==> src/rtl/core/periodic_timer_bank_macros.svh <==
// ----------------------------------------------------------------------------
// periodic_timer_bank_macros.svh - assertion helpers
// Concurrent assertion wrappers clocked on clk; one gated by reset, one not.
// ----------------------------------------------------------------------------
`ifndef PERIODIC_TIMER_BANK_MACROS_SVH
`define PERIODIC_TIMER_BANK_MACROS_SVH

// Check a property outside reset
`define PTB_ASSERT(lbl, prop, msg) \
  lbl: assert property (@(posedge clk) disable iff (!rst_n) prop) else $error(msg);

// Check a property at every edge, reset included
`define PTB_ASSERT_RST(lbl, prop, msg) \
  lbl: assert property (@(posedge clk) prop) else $error(msg);

`endif

==> src/rtl/core/ptb_pkg.sv <==
// ----------------------------------------------------------------------------
// ptb_pkg - shared definitions for the periodic timer bank
// Sizes, action and state codes, and the controller/datapath interface.
// ----------------------------------------------------------------------------
`default_nettype none

package ptb_pkg;

  localparam int TIMERS      = 8;
  localparam int IDX_W       = (TIMERS > 1) ? $clog2(TIMERS) : 1;
  localparam int ID_W        = 3;
  localparam int TIME_W      = 32;
  localparam int ACTION_W    = 3;
  localparam int MAX_RESULTS = 8;
  localparam int CNT_W       = $clog2(MAX_RESULTS + 1);
  localparam int IN_TDATA_W  = 72;
  localparam int OUT_TDATA_W = 8;

  typedef enum logic [ACTION_W-1:0] {
    ACT_CREATE = 3'd0,
    ACT_START  = 3'd1,
    ACT_STOP   = 3'd2,
    ACT_RESET  = 3'd3,
    ACT_KILL   = 3'd4,
    ACT_STATUS = 3'd5,
    ACT_TICK   = 3'd6
  } action_t;

  typedef enum logic [1:0] {
    RS_NEVER   = 2'd0,
    RS_RUNNING = 2'd1,
    RS_STOPPED = 2'd2
  } run_state_t;

  typedef enum logic [1:0] {
    ST_IDLE,
    ST_EXEC,
    ST_SCAN,
    ST_FLUSH
  } ctrl_state_t;

  // Controller -> datapath
  typedef struct packed {
    logic load;      // capture input transfer, clear scan
    logic exec;      // perform non-tick action and post its result
    logic scan_adv;  // move scan to the next timer
    logic take_due;  // advance deadline of scanned timer, post held expiry
    logic flush;     // post final tick result
  } ptb_cmd_t;

  // Datapath -> controller
  typedef struct packed {
    logic is_tick;
    logic slot_free;
    logic due;
    logic scan_last;
    logic pend_valid;
    logic cap_full;
  } ptb_stat_t;

endpackage

`default_nettype wire

==> src/rtl/core/ptb_ctrl.sv <==
// ----------------------------------------------------------------------------
// ptb_ctrl - sequencer for the periodic timer bank
// Accepts one item, runs a command or a timer scan, and posts results.
// ----------------------------------------------------------------------------
`default_nettype none

module ptb_ctrl
  import ptb_pkg::*;
(
  input  wire logic      clk,
  input  wire logic      rst_n,
  input  wire logic      in_tvalid,
  output logic           in_tready,
  input  wire ptb_stat_t stat,
  output ptb_cmd_t       cmd
);

  ctrl_state_t state_r;
  ctrl_state_t state_nxt;

  // State register
  always_ff @(posedge clk) begin
    if (!rst_n) begin
      state_r <= ST_IDLE;
    end else begin
      state_r <= state_nxt;
    end
  end

  // Next state and commands
  always_comb begin
    state_nxt = state_r;
    cmd       = '0;
    in_tready = 1'b0;
    unique case (state_r)
      ST_IDLE: begin
        // refuse transfers while reset is held
        in_tready = rst_n;
        if (in_tvalid && rst_n) begin
          cmd.load  = 1'b1;
          state_nxt = ST_EXEC;
        end
      end
      ST_EXEC: begin
        if (stat.is_tick) begin
          state_nxt = ST_SCAN;
        end else if (stat.slot_free) begin
          cmd.exec  = 1'b1;
          state_nxt = ST_IDLE;
        end
      end
      ST_SCAN: begin
        if (stat.due && !stat.cap_full) begin
          // hold until the previous expiry can be posted
          if (!stat.pend_valid || stat.slot_free) begin
            cmd.take_due = 1'b1;
            if (stat.scan_last) begin
              state_nxt = ST_FLUSH;
            end else begin
              cmd.scan_adv = 1'b1;
            end
          end
        end else if (stat.scan_last) begin
          state_nxt = ST_FLUSH;
        end else begin
          cmd.scan_adv = 1'b1;
        end
      end
      ST_FLUSH: begin
        if (stat.slot_free) begin
          cmd.flush = 1'b1;
          state_nxt = ST_IDLE;
        end
      end
      default: begin
        state_nxt = ST_IDLE;
      end
    endcase
  end

endmodule

`default_nettype wire

==> src/rtl/core/ptb_datapath.sv <==
// ----------------------------------------------------------------------------
// ptb_datapath - timer storage, scan unit and result register
// Holds per-timer state, executes commands and scans deadlines one per cycle unless a held expiry stalls the scan.
// ----------------------------------------------------------------------------
`default_nettype none

`include "periodic_timer_bank_macros.svh"

module ptb_datapath
  import ptb_pkg::*;
(
  input  wire logic                   clk,
  input  wire logic                   rst_n,
  input  wire logic [IN_TDATA_W-1:0]  in_tdata,
  input  wire logic [ACTION_W-1:0]    in_tuser,
  input  wire ptb_cmd_t               cmd,
  output ptb_stat_t                   stat,
  output logic                        out_tvalid,
  input  wire logic                   out_tready,
  output logic [OUT_TDATA_W-1:0]      out_tdata,
  output logic                        out_tuser,
  output logic                        out_tlast
);

  // Captured item
  action_t             act_r;
  logic [ID_W-1:0]     tid_r;
  logic [TIME_W-1:0]   per_r;
  logic [TIME_W-1:0]   now_r;

  // Timer storage
  logic                alloc_r  [TIMERS];
  run_state_t          tstate_r [TIMERS];
  logic [TIME_W-1:0]   period_r [TIMERS];
  logic [TIME_W-1:0]   dl_r     [TIMERS];

  // Scan state
  logic [IDX_W-1:0]    scan_idx_r;
  logic [CNT_W-1:0]    n_r;
  logic                pend_valid_r;
  logic [ID_W-1:0]     pend_id_r;

  // Result register
  logic                out_valid_r;
  logic                res_code_r;
  logic [ID_W-1:0]     res_id_r;
  run_state_t          res_rs_r;
  logic                res_ev_r;
  logic                res_last_r;

  logic [IDX_W-1:0]    tid_idx;
  logic                id_ok;
  logic [TIME_W-1:0]   scan_period;
  logic [TIME_W-1:0]   scan_dl;
  logic                due;
  logic                free_found;
  logic [IDX_W-1:0]    free_idx;
  logic                exec_code;
  logic [ID_W-1:0]     exec_id;
  run_state_t          exec_rs;
  logic                emit;
  logic                slot_free;

  assign tid_idx = IDX_W'(tid_r);
  assign id_ok   = (32'(tid_r) < TIMERS) && alloc_r[tid_idx];

  // Deadline check for the scanned timer
  assign scan_period = period_r[scan_idx_r];
  assign scan_dl     = dl_r[scan_idx_r];
  assign due         = (scan_period != '0) && (now_r >= scan_dl);

  // Lowest free timer
  always_comb begin
    free_found = 1'b0;
    free_idx   = '0;
    for (int i = TIMERS - 1; i >= 0; i--) begin
      if (!alloc_r[i]) begin
        free_found = 1'b1;
        free_idx   = IDX_W'(i);
      end
    end
  end

  // Result of a non-tick action
  always_comb begin
    exec_code = ~id_ok;
    exec_id   = '0;
    exec_rs   = RS_NEVER;
    unique case (act_r) inside
      ACT_CREATE: begin
        exec_code = ~free_found;
        exec_id   = free_found ? ID_W'(free_idx) : '0;
      end
      ACT_STATUS: begin
        exec_rs = id_ok ? tstate_r[tid_idx] : RS_NEVER;
      end
      ACT_START, ACT_STOP, ACT_RESET, ACT_KILL: begin
        exec_code = ~id_ok;
      end
      default: begin
        exec_code = 1'b1;
      end
    endcase
  end

  // Capture the accepted item
  always_ff @(posedge clk) begin
    if (cmd.load) begin
      act_r <= action_t'(in_tuser);
      tid_r <= in_tdata[ID_W-1:0];
      per_r <= in_tdata[ID_W +: TIME_W];
      now_r <= in_tdata[ID_W+TIME_W +: TIME_W];
    end
  end

  // Allocation, run state and period
  always_ff @(posedge clk) begin
    if (!rst_n) begin
      for (int i = 0; i < TIMERS; i++) begin
        alloc_r[i]  <= 1'b0;
        tstate_r[i] <= RS_NEVER;
        period_r[i] <= '0;
      end
    end else if (cmd.exec) begin
      unique case (act_r) inside
        ACT_CREATE: begin
          if (free_found) begin
            alloc_r[free_idx] <= 1'b1;
          end
        end
        ACT_START, ACT_RESET: begin
          if (id_ok) begin
            period_r[tid_idx] <= per_r;
            tstate_r[tid_idx] <= RS_RUNNING;
          end
        end
        ACT_STOP: begin
          if (id_ok && tstate_r[tid_idx] == RS_RUNNING) begin
            period_r[tid_idx] <= '0;
            tstate_r[tid_idx] <= RS_STOPPED;
          end
        end
        ACT_KILL: begin
          if (id_ok) begin
            alloc_r[tid_idx] <= 1'b0;
            if (tstate_r[tid_idx] == RS_RUNNING) begin
              period_r[tid_idx] <= '0;
              tstate_r[tid_idx] <= RS_STOPPED;
            end
          end
        end
        default: begin
        end
      endcase
    end
  end

  // Deadlines: set on start or reset, advance on expiry
  always_ff @(posedge clk) begin
    if (cmd.exec && id_ok && (act_r == ACT_START || act_r == ACT_RESET)) begin
      dl_r[tid_idx] <= now_r + per_r;
    end else if (cmd.take_due) begin
      dl_r[scan_idx_r] <= scan_dl + scan_period;
    end
  end

  // Scan index, expiry count and held expiry
  always_ff @(posedge clk) begin
    if (!rst_n) begin
      pend_valid_r <= 1'b0;
      scan_idx_r   <= '0;
      n_r          <= '0;
    end else if (cmd.load) begin
      pend_valid_r <= 1'b0;
      scan_idx_r   <= '0;
      n_r          <= '0;
    end else begin
      if (cmd.take_due) begin
        pend_valid_r <= 1'b1;
        n_r          <= n_r + 1'b1;
      end
      if (cmd.scan_adv) begin
        scan_idx_r <= scan_idx_r + 1'b1;
      end
    end
  end

  always_ff @(posedge clk) begin
    if (cmd.take_due) begin
      pend_id_r <= ID_W'(scan_idx_r);
    end
  end

  // Result register
  assign emit      = cmd.exec || cmd.flush || (cmd.take_due && pend_valid_r);
  assign slot_free = !out_valid_r || out_tready;

  always_ff @(posedge clk) begin
    if (!rst_n) begin
      out_valid_r <= 1'b0;
    end else if (emit) begin
      out_valid_r <= 1'b1;
    end else if (out_tready) begin
      out_valid_r <= 1'b0;
    end
  end

  always_ff @(posedge clk) begin
    if (cmd.exec) begin
      res_code_r <= exec_code;
      res_id_r   <= exec_id;
      res_rs_r   <= exec_rs;
      res_ev_r   <= 1'b0;
      res_last_r <= 1'b1;
    end else if (cmd.take_due && pend_valid_r) begin
      res_code_r <= 1'b0;
      res_id_r   <= pend_id_r;
      res_rs_r   <= RS_NEVER;
      res_ev_r   <= 1'b1;
      res_last_r <= 1'b0;
    end else if (cmd.flush) begin
      res_code_r <= 1'b0;
      res_id_r   <= pend_valid_r ? pend_id_r : '0;
      res_rs_r   <= RS_NEVER;
      res_ev_r   <= pend_valid_r;
      res_last_r <= 1'b1;
    end
  end

  assign out_tvalid = out_valid_r;
  assign out_tdata  = {{(OUT_TDATA_W - ID_W - 3){1'b0}}, res_rs_r, res_id_r, res_code_r};
  assign out_tuser  = res_ev_r;
  assign out_tlast  = res_last_r;

  // Status to the controller
  always_comb begin
    stat            = '0;
    stat.is_tick    = (act_r == ACT_TICK);
    stat.slot_free  = slot_free;
    stat.due        = due;
    stat.scan_last  = (scan_idx_r == IDX_W'(TIMERS - 1));
    stat.pend_valid = pend_valid_r;
    stat.cap_full   = (n_r == CNT_W'(MAX_RESULTS));
  end

  // Checks
  `PTB_ASSERT(a_no_overwrite, !(emit && out_valid_r && !out_tready), "result overwritten")
  `PTB_ASSERT(a_cap_bound, n_r <= CNT_W'(MAX_RESULTS), "expiry count past limit")
  `PTB_ASSERT(a_take_sets_pend, cmd.take_due |=> pend_valid_r, "expiry not held")
  `PTB_ASSERT_RST(a_reset_empty, !rst_n |=> !out_valid_r, "result valid after reset")

endmodule

`default_nettype wire

==> src/rtl/core/periodic_timer_bank.sv <==
// ----------------------------------------------------------------------------
// periodic_timer_bank - bank of periodic millisecond timers
// Create, start, stop, reset, kill and query timers; a tick item reports
// every timer whose deadline has passed, one expiry per timer per tick.
// ----------------------------------------------------------------------------
//  channel   direction  handshake               payload
//  in_*      slave      in_tvalid/in_tready     tdata: id/period/now, tuser: action
//  out_*     master     out_tvalid/out_tready   tdata: code/id/state, tuser, tlast
//
//  A non-tick item is accepted, then executed once the result register is free.
//  A tick is accepted and decoded, then runs the deadline scan timer by
//  timer and then posts the final result.
//  Reset (rst_n low, synchronous) frees every timer and clears the result.
//  A stalled output holds the scan at the next expiry until the held
//  result register drains; a new item is taken while the last result waits.
// ----------------------------------------------------------------------------
`default_nettype none

module periodic_timer_bank
  import ptb_pkg::*;
(
  input  wire logic                   clk,
  input  wire logic                   rst_n,
  input  wire logic                   in_tvalid,
  output logic                        in_tready,
  // [2:0] timer_id, [34:3] period_ms, [66:35] now_ms, [71:67] zero
  input  wire logic [IN_TDATA_W-1:0]  in_tdata,
  // [2:0] action
  input  wire logic [ACTION_W-1:0]    in_tuser,
  output logic                        out_tvalid,
  input  wire logic                   out_tready,
  // [0] result_code, [3:1] id_out, [5:4] run_state, [7:6] zero
  output logic [OUT_TDATA_W-1:0]      out_tdata,
  // [0] event_valid
  output logic                        out_tuser,
  output logic                        out_tlast
);

  ptb_cmd_t  cmd;
  ptb_stat_t stat;

  // Sequencer
  ptb_ctrl u_ctrl (
    .clk       (clk),
    .rst_n     (rst_n),
    .in_tvalid (in_tvalid),
    .in_tready (in_tready),
    .stat      (stat),
    .cmd       (cmd)
  );

  // Storage, scan and result register
  ptb_datapath u_datapath (
    .clk        (clk),
    .rst_n      (rst_n),
    .in_tdata   (in_tdata),
    .in_tuser   (in_tuser),
    .cmd        (cmd),
    .stat       (stat),
    .out_tvalid (out_tvalid),
    .out_tready (out_tready),
    .out_tdata  (out_tdata),
    .out_tuser  (out_tuser),
    .out_tlast  (out_tlast)
  );

endmodule

`default_nettype wire

==> config.mk <==
export PLATFORM = sky130hd
export DESIGN_NAME = periodic_timer_bank
export DESIGN_NICKNAME = d
export VERILOG_FILES = /design/src/rtl/core/ptb_pkg.sv /design/src/rtl/core/ptb_ctrl.sv /design/src/rtl/core/ptb_datapath.sv /design/src/rtl/core/periodic_timer_bank.sv
export VERILOG_INCLUDE_DIRS = /design/src /design/src/rtl/core
export SDC_FILE = /design/constraint.sdc
export NUM_CORES = 1
export LEC_CHECK = 0
export BUFFER_PORTS_ARGS = -buffer_cell sky130_fd_sc_hd__buf_2
export CORE_ASPECT_RATIO = 0.75
export CORE_MARGIN = 1.5
export CORE_UTILIZATION = 60
export DETAILED_ROUTE_END_ITERATION = 12
export HOLD_SLACK_MARGIN = 0.08
export PLACE_DENSITY = 0.82
export SYNTH_ARGS = -nofsm -noshare
export SYNTH_HDL_FRONTEND = slang
export SYNTH_SLANG_ARGS = --single-unit
export TNS_END_PERCENT = 100
==> constraint.sdc <==
create_clock -name clk -period 9.4 [get_ports clk]
set_input_delay 1.88 -clock clk [delete_from_list [all_inputs] [get_ports clk]]
set_output_delay 1.88 -clock clk [all_outputs]
set_load 0.1 [all_outputs]
==> summary by stage, run 1 <==
Run status
The run finished with clean final reports.

CTS
The total clock buffers created by CTS is 58. In this run the post-CTS setup repair buffer count came out at 0. The CTS tree is yes. After clock tree synthesis, the flow added hold-fix buffers numbering 0. The clock insertion delay at the later pin of the skew report is about 0.63 ns. In this run the deepest clock path goes through 3 buffers.

The clock sink count is 634. Gates resized during post-CTS repair numbered 0. The buffer type at the clock tree root is clkbuf_16. The H-tree generated during clock tree synthesis spans 2 levels. The clock slew seen by the registers of the worst setup and hold paths is roughly 0.070 ns.

Critical path
The data arrival time of the critical path is roughly 7 ns. The data required time of the worst path is a little under 10 ns. STA classifies the critical path endpoint as a flip-flop. STA classifies the critical path startpoint as a flip-flop. The setup path with the least slack is of type reg2reg. The maximum net fanout on the critical path is 64. In this run the register-to-register setup slack is roughly 2.6 ns.

GRT
The total overflow left after global routing is 0. The initial antenna violation count is 1. Entering global routing, the biggest net connects a little under 80 pins. The total global routing track utilization is about 29%. The first global-routing pass estimated around 110000 microns of wire. The via count of the first global-routing pass is about 18000.

Die
The I/O pin total is just over 90. The area of the die is 0.0508 sq mm. The initial standard-cell utilization of the core is 60.8%.

In this run the horizontal extent of the chip is 260 microns. The floorplan step set the die height to 196 microns. The floorplan has 70 rows. The area of the core is just under 0.05 sq mm.

Logic synthesis
During synthesis, Yosys emitted a total of 0 warnings. The number of synthesized register bits is 634. By area the synthesized netlist is led by edfxtp_1, mux4_2, and2_1, ha_1, dfxtp_1. In the synthesized netlist, the number of instances is 1953. Summing every instance area after synthesis gives about 0.030 sq mm. The most used flip-flop cell after synthesis is edfxtp_1. The share of async-settable or async-resettable flops after synthesis is 0%.

The number of distinct library cells after synthesis is 69. The register area share after synthesis is between 60% and 70%. The number of synthesized flops with an enable pin is ~600. Of the post-synthesis cell area, the dominant cell type holds between 60% and 70%.

The synthesized area per cell is approximately 15 sq um. The cell type contributing the most total cell area after synthesis is edfxtp_1.

Cells and area
The finished layout holds roughly 2700 standard cells, fillers aside. The share of final-layout standard cells stronger than drive strength 1 is approximately a fifth. The final antenna diode count is 0. The number of fill cells is about 3200. The number of nets at the end of the flow is between 2000 and 2500. The signed area change from the synthesized netlist to the final layout is 11.0%.

Timing
The final-report hold violation count is 0. Dividing the final minimum period by the clock period gives ~72%. The post-route clock skew is 0.0299 ns. Adding up every negative setup slack in the final design gives 0 ns. The maximum frequency from static timing analysis is roughly 150 MHz. The number of slew-limit violations in the final report is 0.

The post-layout minimum cycle time is about 6.8 ns. The count of final setup violators is 0. Setup repair after global routing left no endpoint under its margin.

The actual transition at the worst max-transition pin is ~1.1 ns. Measured against its own limit, the worst slew margin works out to between 20% and 30%.

Drt
In the final routed layout, each cell accounts on average for around 26 microns. The first routing iteration left around 2200 violations. The first-pass iteration count of the detailed router is 5.

The remaining design rule violation count is 0. Using the TritonRoute via totals, the vias-per-cell ratio works out to ~6.5. For this block, the routed nets add up to just over 70000 microns of wire.

For this block, the via count after detailed routing is 17625. The number of nets still failing antenna checks after routing is 0.

Place
The number of buffer cells added on primary ports is between 80 and 90. At the end of routability-driven placement, the weighted congestion stood at between 0.8 and 0.9. Detailed placement finished with a half-perimeter wire length of 44800 microns. The placed instance count is ~2600.

Job
Max-cap violations in this run came to 0.

Power
The leakage component of the power is approximately 12 nW. The largest voltage drop on the vdd net is ~0.00015 V. The total power of the final layout is 0.00606 W. The power density over cell area is about 180 mW/mm^2.

Worst hold path
The min-delay analysis places its worst path in the category reg2reg.
state kept, by name, summed over array words and instances, names as in the netlist, 2 cells and up, named ones only:
name                   flops
u_datapath.res_rs_r        2
u_ctrl.state_r             2
u_datapath.per_r          32
u_datapath.period_r      256
u_datapath.res_id_r        3
u_datapath.scan_idx_r      3
u_datapath.act_r           3
u_datapath.now_r          32
u_datapath.pend_id_r       3
u_datapath.n_r             4
u_datapath.alloc_r         8
u_datapath.tid_idx         3
u_datapath.dl_r          256
u_datapath.tstate_r       16
through the flow:
stage / worst slack [ns] / area [sq um] / hold slack, ns / utilization [%]
3_3_place_gp: 2.84 / 31000 / 0.460 / 63.5
4_1_cts: 2.67 / 32900 / 0.483 / 67.5
6_report: 2.61 / 32900 / 0.476 / 67.5
5_1_grt: 2.30 / 32900 / 0.514 / 67.5
3_5_place_dp: 2.71 / 31000 / 0.473 / 63.5
2_1_floorplan: 1.95 / 29700 / 0.470 / -
layer usage:
metal,global-route usage [%],share of wire [%],wire (microns),vias to the layer above
li1,-,-,-,7675
met1,41.5,41,29400,8922
met2,44.4,47,33700,912
met3,6.48,10,7260,116
met4,7.73,2.2,1600,0
met5,0,0,0,-
path summary, 6_finish.rpt:
check	from	to	cells after the start
worst max-delay path	flip-flop	u_datapath.dl_r[1][21]$_DFFE_PP_	15
worst min-delay path	u_datapath.out_tuser$_SDFFE_PP0P_	u_datapath.out_tuser$_SDFFE_PP0P_	2
worst max register to register	flip-flop	u_datapath.dl_r[1][21]$_DFFE_PP_	15
worst min register to register	u_datapath.out_tuser$_SDFFE_PP0P_	u_datapath.out_tuser$_SDFFE_PP0P_	2
synth_stat cells (15+ instances only):
cell type	count
edfxtp_1	607
and2_1	253
mux4_2	134
ha_1	98
nand2_1	95
nor2_1	72
a21oi_1	70
clkbuf_1	57
o21ai_0	57
inv_1	51
mux2i_1	45
mux2_2	39
xnor2_1	29
xor2_1	28
dfxtp_1	27
a21o_1	24
nor3_1	20
nand2b_1	17
nand3_1	16
nor4_1	16
buf_1	15
area by class of cell:
cell class | instances | area, sq um | area share, %
Sequential cell | 634 | 18800 | 57.0
Timing Repair Buffer | 106 | 601 | 1.82
Inverter | 52 | 195 | 0.593
Clock buffer | 74 | 1610 | 4.90
Clock inverter | 31 | 330 | 1.00
Multi-Input combinational cell | 1180 | 10600 | 32.2
Tap cell | 648 | 811 | 2.46
cells by family (layout without fill, tap and decap cells):
family                     count (synthesis)  in the layout  share of synthesized area (%)
buffers and inverters                    140            263                           1.95
DFF                                      634            634                           63.3
muxes                                    218            218                           13.2
and+or+nand+nor                          545            545                           10.1
adders and majority gates                100            100                           4.27
xor gates and xnor gates                  57             57                           1.68
AOI/OAI and AO/OA                        258            258                           5.57
other                                      1              2                         0.0126
where the power goes:
group	leakage (nW)	switching (W)	total, W	internal [W]
registers	6.06	0.0000487	0.00325	0.00320
clock network	0.938	0.00105	0.00242	0.00138
logic	4.52	0.000259	0.000391	0.000131
cell usage in the layout (no fill, tap or decap), drive strengths merged, types with 9 or more instances in the layout:
master and instances:
nor3 20, clkinv 18, buf 106, nand4 12
nand2 95, nor4 17, a21o 24, and2 253
o211ai 10, nor2 72, o21a 9, inv 53
ha 98, a21oi 70, nand2b 17, edfxtp 607
o31ai 12, clkbuf 74, mux2i 45, dfxtp 27
mux4 134, xnor2 29, xor2 28, mux2 39
o21ai 62, nand3 16
worst max-delay path: stages (launching register included):
cell      delay [ns]
dfxtp_4         0.64
buf_4           0.66
mux4_2          0.41
mux2i_1         0.34
ha_1            0.22
a21o_1          0.11
a211oi_1        0.14
a2111o_1        0.42
o211ai_1        0.36
a31oi_1         0.42
nor4_4          0.75
buf_4           0.67
nor2b_1         0.25
nand2b_1        0.16
o22ai_4         0.14
buf_4           0.57
No activity file was read; power rests on OpenSTA's default activity.
==> run 2: changes to the inputs <==
Settings changed: CORE_UTILIZATION 60 to 56, PLACE_DENSITY 0.82 to 0.81.
Clock period 9.4 ns to 6.2 ns, I/O delays scaled along.
==> summary by stage, run 2 (synthesis gave the netlist of run 1 again) <==
Run status
Run status: finished, final reports clean (unchanged).

Place
The weighted congestion reported at the end of routability-driven placement came to 0.935 (was 0.875). The sum of net half-perimeters after detailed placement is 46000 microns (was 44800 microns). The number of buffer cells added on primary ports is 83 (unchanged).

CTS
The number of buffers added to fix hold violations after cts is 0 (unchanged). The CTS tree is yes (unchanged). The post-cts sizing count is 0 (unchanged).

The total clock buffers created by CTS is 59 (was 58). The clock sink count was 634 (unchanged). The worst-case clock buffer depth came to 3 (unchanged). The buffer type at the clock tree root is clkbuf_16 (unchanged). The number of levels the H-tree was split into was 2 (unchanged). The clock insertion delay at the later pin of the skew report was 0.65 ns (was 0.63 ns). The clock slew seen by the registers of the worst setup and hold paths is 0.06 ns (was 0.07 ns). The number of setup buffers added after CTS was 0 (unchanged).

Cells and area
Top Registers: u_datapath.dl_r: 256 flops, u_datapath.period_r: 256 flops (unchanged). The commonest non-fill, non-tap cell in the layout is edfxtp_1 (unchanged). The number of fill cells is 3680 (was 3172).

The number of nets at the end of the flow is 2229 (was 2211). The share of final-layout standard cells stronger than drive strength 1 is 20.0% (was 19.6%). Top library cells by usage in the layout, fill and taps aside: edfxtp_1, and2_1, mux4_2, ha_1, nand2_1 (unchanged). The final antenna diode count came to 0 (unchanged). The signed area change from the synthesized netlist to the final layout was 12.0% (was 11.0%).

Critical path
The maximum net fanout on the critical path is 51 (was 64). The library cell appearing most often on the critical path is nand2_1 (was buf_4). The data required time of the worst path is 6.52 ns (was 9.63 ns). The data arrival time of the critical path is 6.04 ns (was 7.03 ns). The peak per-stage delay on the critical path is 0.65 ns (was 0.75 ns). The nature of the critical path startpoint is a flip-flop (unchanged). The endpoint class of the critical path was a flip-flop (unchanged). The path type of the worst setup path is reg2reg (unchanged). The cell with the largest stage delay on the worst path is dfxtp_4 (was nor4_4). Sequence of cells on the critical path: buf_12, buf_4, mux4_2, mux2_2, ha_1, nand2_1, nand2_1, a311oi_1, o21ai_1, o31ai_1, a31oi_1, nor4_1, nor3_1, mux2i_1 (was buf_4, mux4_2, mux2i_1, ha_1, a21o_1, a211oi_1, a2111o_1, o211ai_1, a31oi_1, nor4_4, buf_4, nor2b_1, nand2b_1, o22ai_4, buf_4).

GRT
The total global routing track utilization is 26.5% (was 28.7%). The final global-route overflow total is 0 (unchanged). The via count of the first global-routing pass is 17679 (was 17567). The first-pass GRT wire length is 106000 microns (was 107000 microns).

The initial antenna violation count is 0 (was 1). The pin count of the biggest net entering global routing is 76 (was 79).

Timing
The worst max-slew margin expressed relative to the limit came to 28.1% (was 22.8%). The post-route clock skew was 0.0451 ns (was 0.0299 ns). The number of slew-limit violations in the final report is 0 (unchanged). The maximum frequency from static timing analysis is 175 MHz (was 147 MHz). The count of final setup violators was 0 (unchanged). The actual transition at the worst max-transition pin came to 1.07 ns (was 1.14 ns). The post-layout minimum cycle time was 5.72 ns (was 6.79 ns). The worst-case hold slack came to 0.493 ns (was 0.476 ns). Setup repair after global routing missed its margin: false (unchanged).

The final-report hold violation count is 0 (unchanged). The final cycle utilization of the critical path is 92.2% (was 72.3%).

Worst hold path
The type of the worst min-delay path is reg2reg (unchanged).

Drt
The via total after detailed routing was 17546 (was 17625). The remaining design rule violation count is 0 (unchanged). The number of vias per cell after detailed routing is 6.26 (was 6.47).

The post-detailed-route wirelength per cell is 25.2 microns (was 26.4 microns). The sum of routed wire length over all layers was 70600 microns (was 71900 microns). The number of nets still failing antenna checks after routing is 0 (unchanged). The number of DRC markers after the initial detailed-route iteration is 2038 (was 2226). The first-pass iteration count of the detailed router is 6 (was 5).

Die
The area of the die was 0.0544 sq mm (was 0.0508 sq mm). The total number of placement rows is 72 (was 70). The I/O pin total is 91 (unchanged).

The width of the chip is 269 microns (was 260 microns). The area of the core is 0.0520 sq mm (was 0.0488 sq mm). The vertical die dimension is 202 microns (was 196 microns). The initial standard-cell utilization of the core is 57.1% (was 60.8%).

Power
The leakage component of the power was 11.6 nW (was 11.5 nW). The power density over cell area came to 278 mW/mm^2 (was 184 mW/mm^2). The largest voltage drop on the vdd net was 0.000260 V (was 0.000149 V).

The total power of the final layout came to 0.00922 W (was 0.00606 W).

Job
The total of max-cap violations is 0 (unchanged).
[run 2: cell count changes in the layout (fill, tap and decap cells not counted), sizes merged]
cell and delta:
buf +17, bufinv +2, clkbuf -7, clkinv +13, clkinvlp -5, inv +1
[run 2: worst paths after layout]
| path | cells after the start | from | end | slack (ns) |
|---|---|---|---|---|
| worst max-delay path | 14 | flip-flop | u_datapath.dl_r[7][30]$_DFFE_PP_ | 0.48 |
| worst min-delay path | 2 | u_datapath.out_tuser$_SDFFE_PP0P_ | u_datapath.out_tuser$_SDFFE_PP0P_ | 0.49 |
| worst max register to register | 14 | flip-flop | u_datapath.dl_r[7][30]$_DFFE_PP_ | 0.48 |
| worst min register to register | 2 | u_datapath.out_tuser$_SDFFE_PP0P_ | u_datapath.out_tuser$_SDFFE_PP0P_ | 0.49 |
[run 2: report_power, final]
| group | switching, W | total, W | internal [W] |
|---|---|---|---|
| Sequential | 0.0000726 | 0.00492 | 0.00485 |
| Combinational | 0.000395 | 0.000607 | 0.000212 |
| Clock | 0.00159 | 0.00369 | 0.00210 |
| Total | 0.00206 | 0.00922 | 0.00716 |
[run 2: per-stage QoR]
step	utilization [%]	cells	cell area (sq um)	setup TNS, ns	setup slack [ns]
5_1_grt	63.9	2801	33200	0	0.137
3_3_place_gp	60.2	2692	31300	0	0.623
3_5_place_dp	60.2	2692	31300	0	0.481
2_1_floorplan	-	1954	29700	-72.57	-0.571
6_report	63.9	2801	33200	0	0.482
4_1_cts	63.9	2801	33200	0	0.401
[run 2: routing by layer]
metal,vias to the layer above,track usage (%),part of all wire [%]
met5,-,0,0
met3,118,4.68,8.9
met4,0,7.85,2.8
met2,812,40.8,46
li1,7723,-,-
met1,8893,39.0,42
[run 2: cell type report]
| class | instances | area, sq um | area share, % |
|---|---|---|---|
| Tap cell | 703 | 880 | 2.65 |
| Inverter | 52 | 195 | 0.588 |
| Sequential cell | 634 | 18800 | 56.5 |
| Clock inverter | 42 | 422 | 1.27 |
| Timing Repair Buffer | 123 | 816 | 2.46 |
| Clock buffer | 67 | 1530 | 4.60 |
| Multi-Input combinational cell | 1180 | 10600 | 31.9 |
[run 2: critical path: cells and delay by family, from the launching register on]
| kind | cells | cell delay [ns] |
|---|---|---|
| mux | 3 | 1.47 |
| flops | 1 | 0.65 |
| simple gates | 4 | 0.60 |
| buf+inv | 2 | 0.87 |
| compound gates | 4 | 1.34 |
| fa+ha+maj | 1 | 0.36 |
==> run 3: changes to the inputs <==
Settings changed: CELL_PAD_IN_SITES_DETAIL_PLACEMENT set to 0, CELL_PAD_IN_SITES_GLOBAL_PLACEMENT set to 1, CORE_UTILIZATION 56 to 48.
==> summary by stage, run 3 (synthesis gave the netlist of run 1 again) <==
Run status
Run status: finished, final reports clean (unchanged).

Cells and area
Top library cells by usage in the layout, fill and taps aside: edfxtp_1, and2_1, mux4_2, ha_1, nand2_1 (unchanged). The commonest non-fill, non-tap cell in the layout is edfxtp_1 (unchanged). The share of final-layout standard cells stronger than drive strength 1 is 20.5% (was 20.0%). The signed area change from the synthesized netlist to the final layout is 12.9% (was 12.0%). The finished layout cell area is 0.0335 sq mm (was 0.0332 sq mm). The non-filler instance count after layout is 2913 (was 2801). Top Registers: u_datapath.dl_r: 256 flops, u_datapath.period_r: 256 flops (unchanged). The number of nets at the end of the flow is 2241 (was 2229). The number of fill cells came to 4823 (was 3680).

Die
The area of the core was 0.0608 sq mm (was 0.0520 sq mm). The I/O pin total is 91 (unchanged). The area of the die is 0.0633 sq mm (was 0.0544 sq mm). The vertical die dimension is 218 microns (was 202 microns). The width of the chip is 290 microns (was 269 microns). The initial standard-cell utilization of the core is 48.8% (was 57.1%).

The total number of placement rows was 78 (was 72).

Timing
The worst max-slew margin expressed relative to the limit is 31.1% (was 28.1%). The post-layout minimum cycle time is 5.49 ns (was 5.72 ns). The accumulated negative setup slack is 0 ns (unchanged). The count of final setup violators came to 0 (unchanged).

The final cycle utilization of the critical path is 88.5% (was 92.2%). The actual transition at the worst max-transition pin is 1.03 ns (was 1.07 ns). The maximum frequency from static timing analysis is 182 MHz (was 175 MHz). The number of slew-limit violations in the final report came to 0 (unchanged). Setup repair after global routing missed its margin: false (unchanged). The final-report hold violation count is 0 (unchanged). The post-route clock skew was 0.0306 ns (was 0.0451 ns).

Critical path
The worst reg-to-reg setup slack is 0.71 ns (was 0.48 ns). The cell with the largest stage delay on the worst path is mux4_2 (was dfxtp_4). The path type of the worst setup path was reg2reg (unchanged). The length in cells of the worst reg-to-reg path is 16 (was 14).

The maximum net fanout on the critical path is 41 (was 51). Sequence of cells on the critical path: buf_12, mux4_2, mux2_2, ha_1, inv_1, fa_1, nor2b_1, o21ai_0, nand2b_1, a311oi_1, o21ai_0, o31ai_1, a31oi_1, a2111oi_0, a211o_1, o21ai_1 (was buf_12, buf_4, mux4_2, mux2_2, ha_1, nand2_1, nand2_1, a311oi_1, o21ai_1, o31ai_1, a31oi_1, nor4_1, nor3_1, mux2i_1). The endpoint class of the critical path is a flip-flop (unchanged). The nature of the critical path startpoint is a flip-flop (unchanged). The capture point of the worst reg-to-reg path is u_datapath.dl_r[4][28]$_DFFE_PP_ (was u_datapath.dl_r[7][30]$_DFFE_PP_). The count of buffering cells on the critical path with inverters included came to 2 (unchanged). The peak per-stage delay on the critical path is 0.60 ns (was 0.65 ns).

The data arrival time of the critical path is 5.79 ns (was 6.04 ns). The data required time of the worst path is 6.50 ns (was 6.52 ns). The dominant delay contributor by cell family on the critical path is compound AO/OA/AOI/OAI gates (was multiplexers). The library cell appearing most often on the critical path is o21ai_0 (was nand2_1).

Drt
The number of vias per cell after detailed routing is 5.88 (was 6.26). The number of DRC markers after the initial detailed-route iteration was 1501 (was 2038). The post-detailed-route wirelength per cell is 25.1 microns (was 25.2 microns). The number of nets still failing antenna checks after routing was 0 (unchanged). The first-pass iteration count of the detailed router is 6 (unchanged). The sum of routed wire length over all layers is 73300 microns (was 70600 microns). The via total after detailed routing is 17123 (was 17546). The remaining design rule violation count is 0 (unchanged).

CTS
The clock insertion delay at the later pin of the skew report is 0.64 ns (was 0.65 ns). The buffer type at the clock tree root is clkbuf_16 (unchanged). The CTS tree is yes (unchanged). The number of buffers added to fix hold violations after cts came to 0 (unchanged). The clock slew seen by the registers of the worst setup and hold paths is 0.06 ns (about the same).

The number of setup buffers added after CTS is 0 (unchanged). The clock sink count is 634 (unchanged). The post-cts sizing count came to 0 (unchanged). The number of levels the H-tree was split into is 2 (unchanged). The total clock buffers created by CTS was 60 (was 59). The worst-case clock buffer depth is 3 (unchanged).

Place
The total placed instance area is 0.0316 sq mm (was 0.0313 sq mm). The number of buffer cells added on primary ports is 83 (unchanged). The sum of net half-perimeters after detailed placement is 49700 microns (was 46000 microns). The weighted congestion reported at the end of routability-driven placement is 0.865 (was 0.935). The placed instance count is 2800 (was 2692).

Power
The total power of the final layout was 0.00920 W (was 0.00922 W). The largest voltage drop on the vdd net came to 0.000224 V (was 0.000260 V). The leakage component of the power is 11.7 nW (was 11.6 nW). The power density over cell area is 275 mW/mm^2 (was 278 mW/mm^2).

GRT
The final global-route overflow total is 0 (unchanged). The pin count of the biggest net entering global routing was 58 (was 76). The via count of the first global-routing pass is 17160 (was 17679). The initial antenna violation count was 0 (unchanged). The first-pass GRT wire length is 109000 microns (was 106000 microns).

The total global routing track utilization is 23.5% (was 26.5%).

Job
The total of max-cap violations is 0 (unchanged).

Worst hold path
The end of the worst hold path is u_datapath.out_tuser$_SDFFE_PP0P_ (unchanged). The start point of the worst min-delay path is u_datapath.out_tuser$_SDFFE_PP0P_ (unchanged). The type of the worst min-delay path was reg2reg (unchanged). The hold path depth is 2 (unchanged).
[run 3: cell types whose count changed in the layout (fill, tap and decap cells not counted), sizes merged]
cell      change
buf          +11
clkbuf        +1
diode         +2
clkinvlp      +1
bufinv        -2
inv           +2
[run 3: area by class of cell]
cell class	count	area (sq um)	area share, %
antenna	2	5.00	0.0149
tap	800	1000	2.99
clock buffer	68	1550	4.64
clock inverter	43	383	1.14
inverter	52	195	0.583
timing repair buffer	134	973	2.91
sequential	634	18800	56.1
multi-input combinational	1180	10600	31.7
[run 3: per-stage QoR]
stage | utilization, % | worst slack, ns | hold slack (ns)
CTS | 55.1 | 0.793 | 0.486
finish | 55.1 | 0.715 | 0.480
global route | 55.1 | 0.270 | 0.534
detailed placement | 51.9 | 0.819 | 0.477
floorplan | - | -0.571 | 0.470
global placement | 51.9 | 0.917 | 0.464
[run 3: per-layer routing]
| metal | routed length (microns) | GRT usage, % |
|---|---|---|
| met1 | 33500 | 34.0 |
| met2 | 32900 | 36.6 |
| met3 | 5580 | 4.73 |
| met4 | 1280 | 5.74 |
| met5 | 0 | 0 |
[run 3: power by group]
part / internal (W) / switching, W
registers: 0.00485 / 0.0000697
clock network: 0.00205 / 0.00160
logic: 0.000217 / 0.000410
total: 0.00712 / 0.00208
[run 3: tightest hold or removal path, delay by kind of cell (launching register included)]
family	cells	cell delay [ns]
DFF	1	0.31
AOI/OAI and AO/OA	1	0.07
and+or+nand+nor	1	0.05
[run 3: worst max-delay path by stage]
stage                          from                          endpoint  slack [ns]  depth (start not counted)
final                     flip-flop  u_datapath.dl_r[4][28]$_DFFE_PP_        0.71                         16
after global routing      flip-flop  u_datapath.dl_r[2][30]$_DFFE_PP_        0.27                         16
after CTS                 flip-flop  u_datapath.dl_r[2][30]$_DFFE_PP_        0.79                         16
after detailed placement  flip-flop  u_datapath.dl_r[5][30]$_DFFE_PP_        0.82                         16
after global placement    flip-flop  u_datapath.dl_r[4][30]$_DFFE_PP_        0.92                         16
after floorplan           flip-flop   u_datapath.dl_r[7][0]$_DFFE_PP_       -0.57                         17
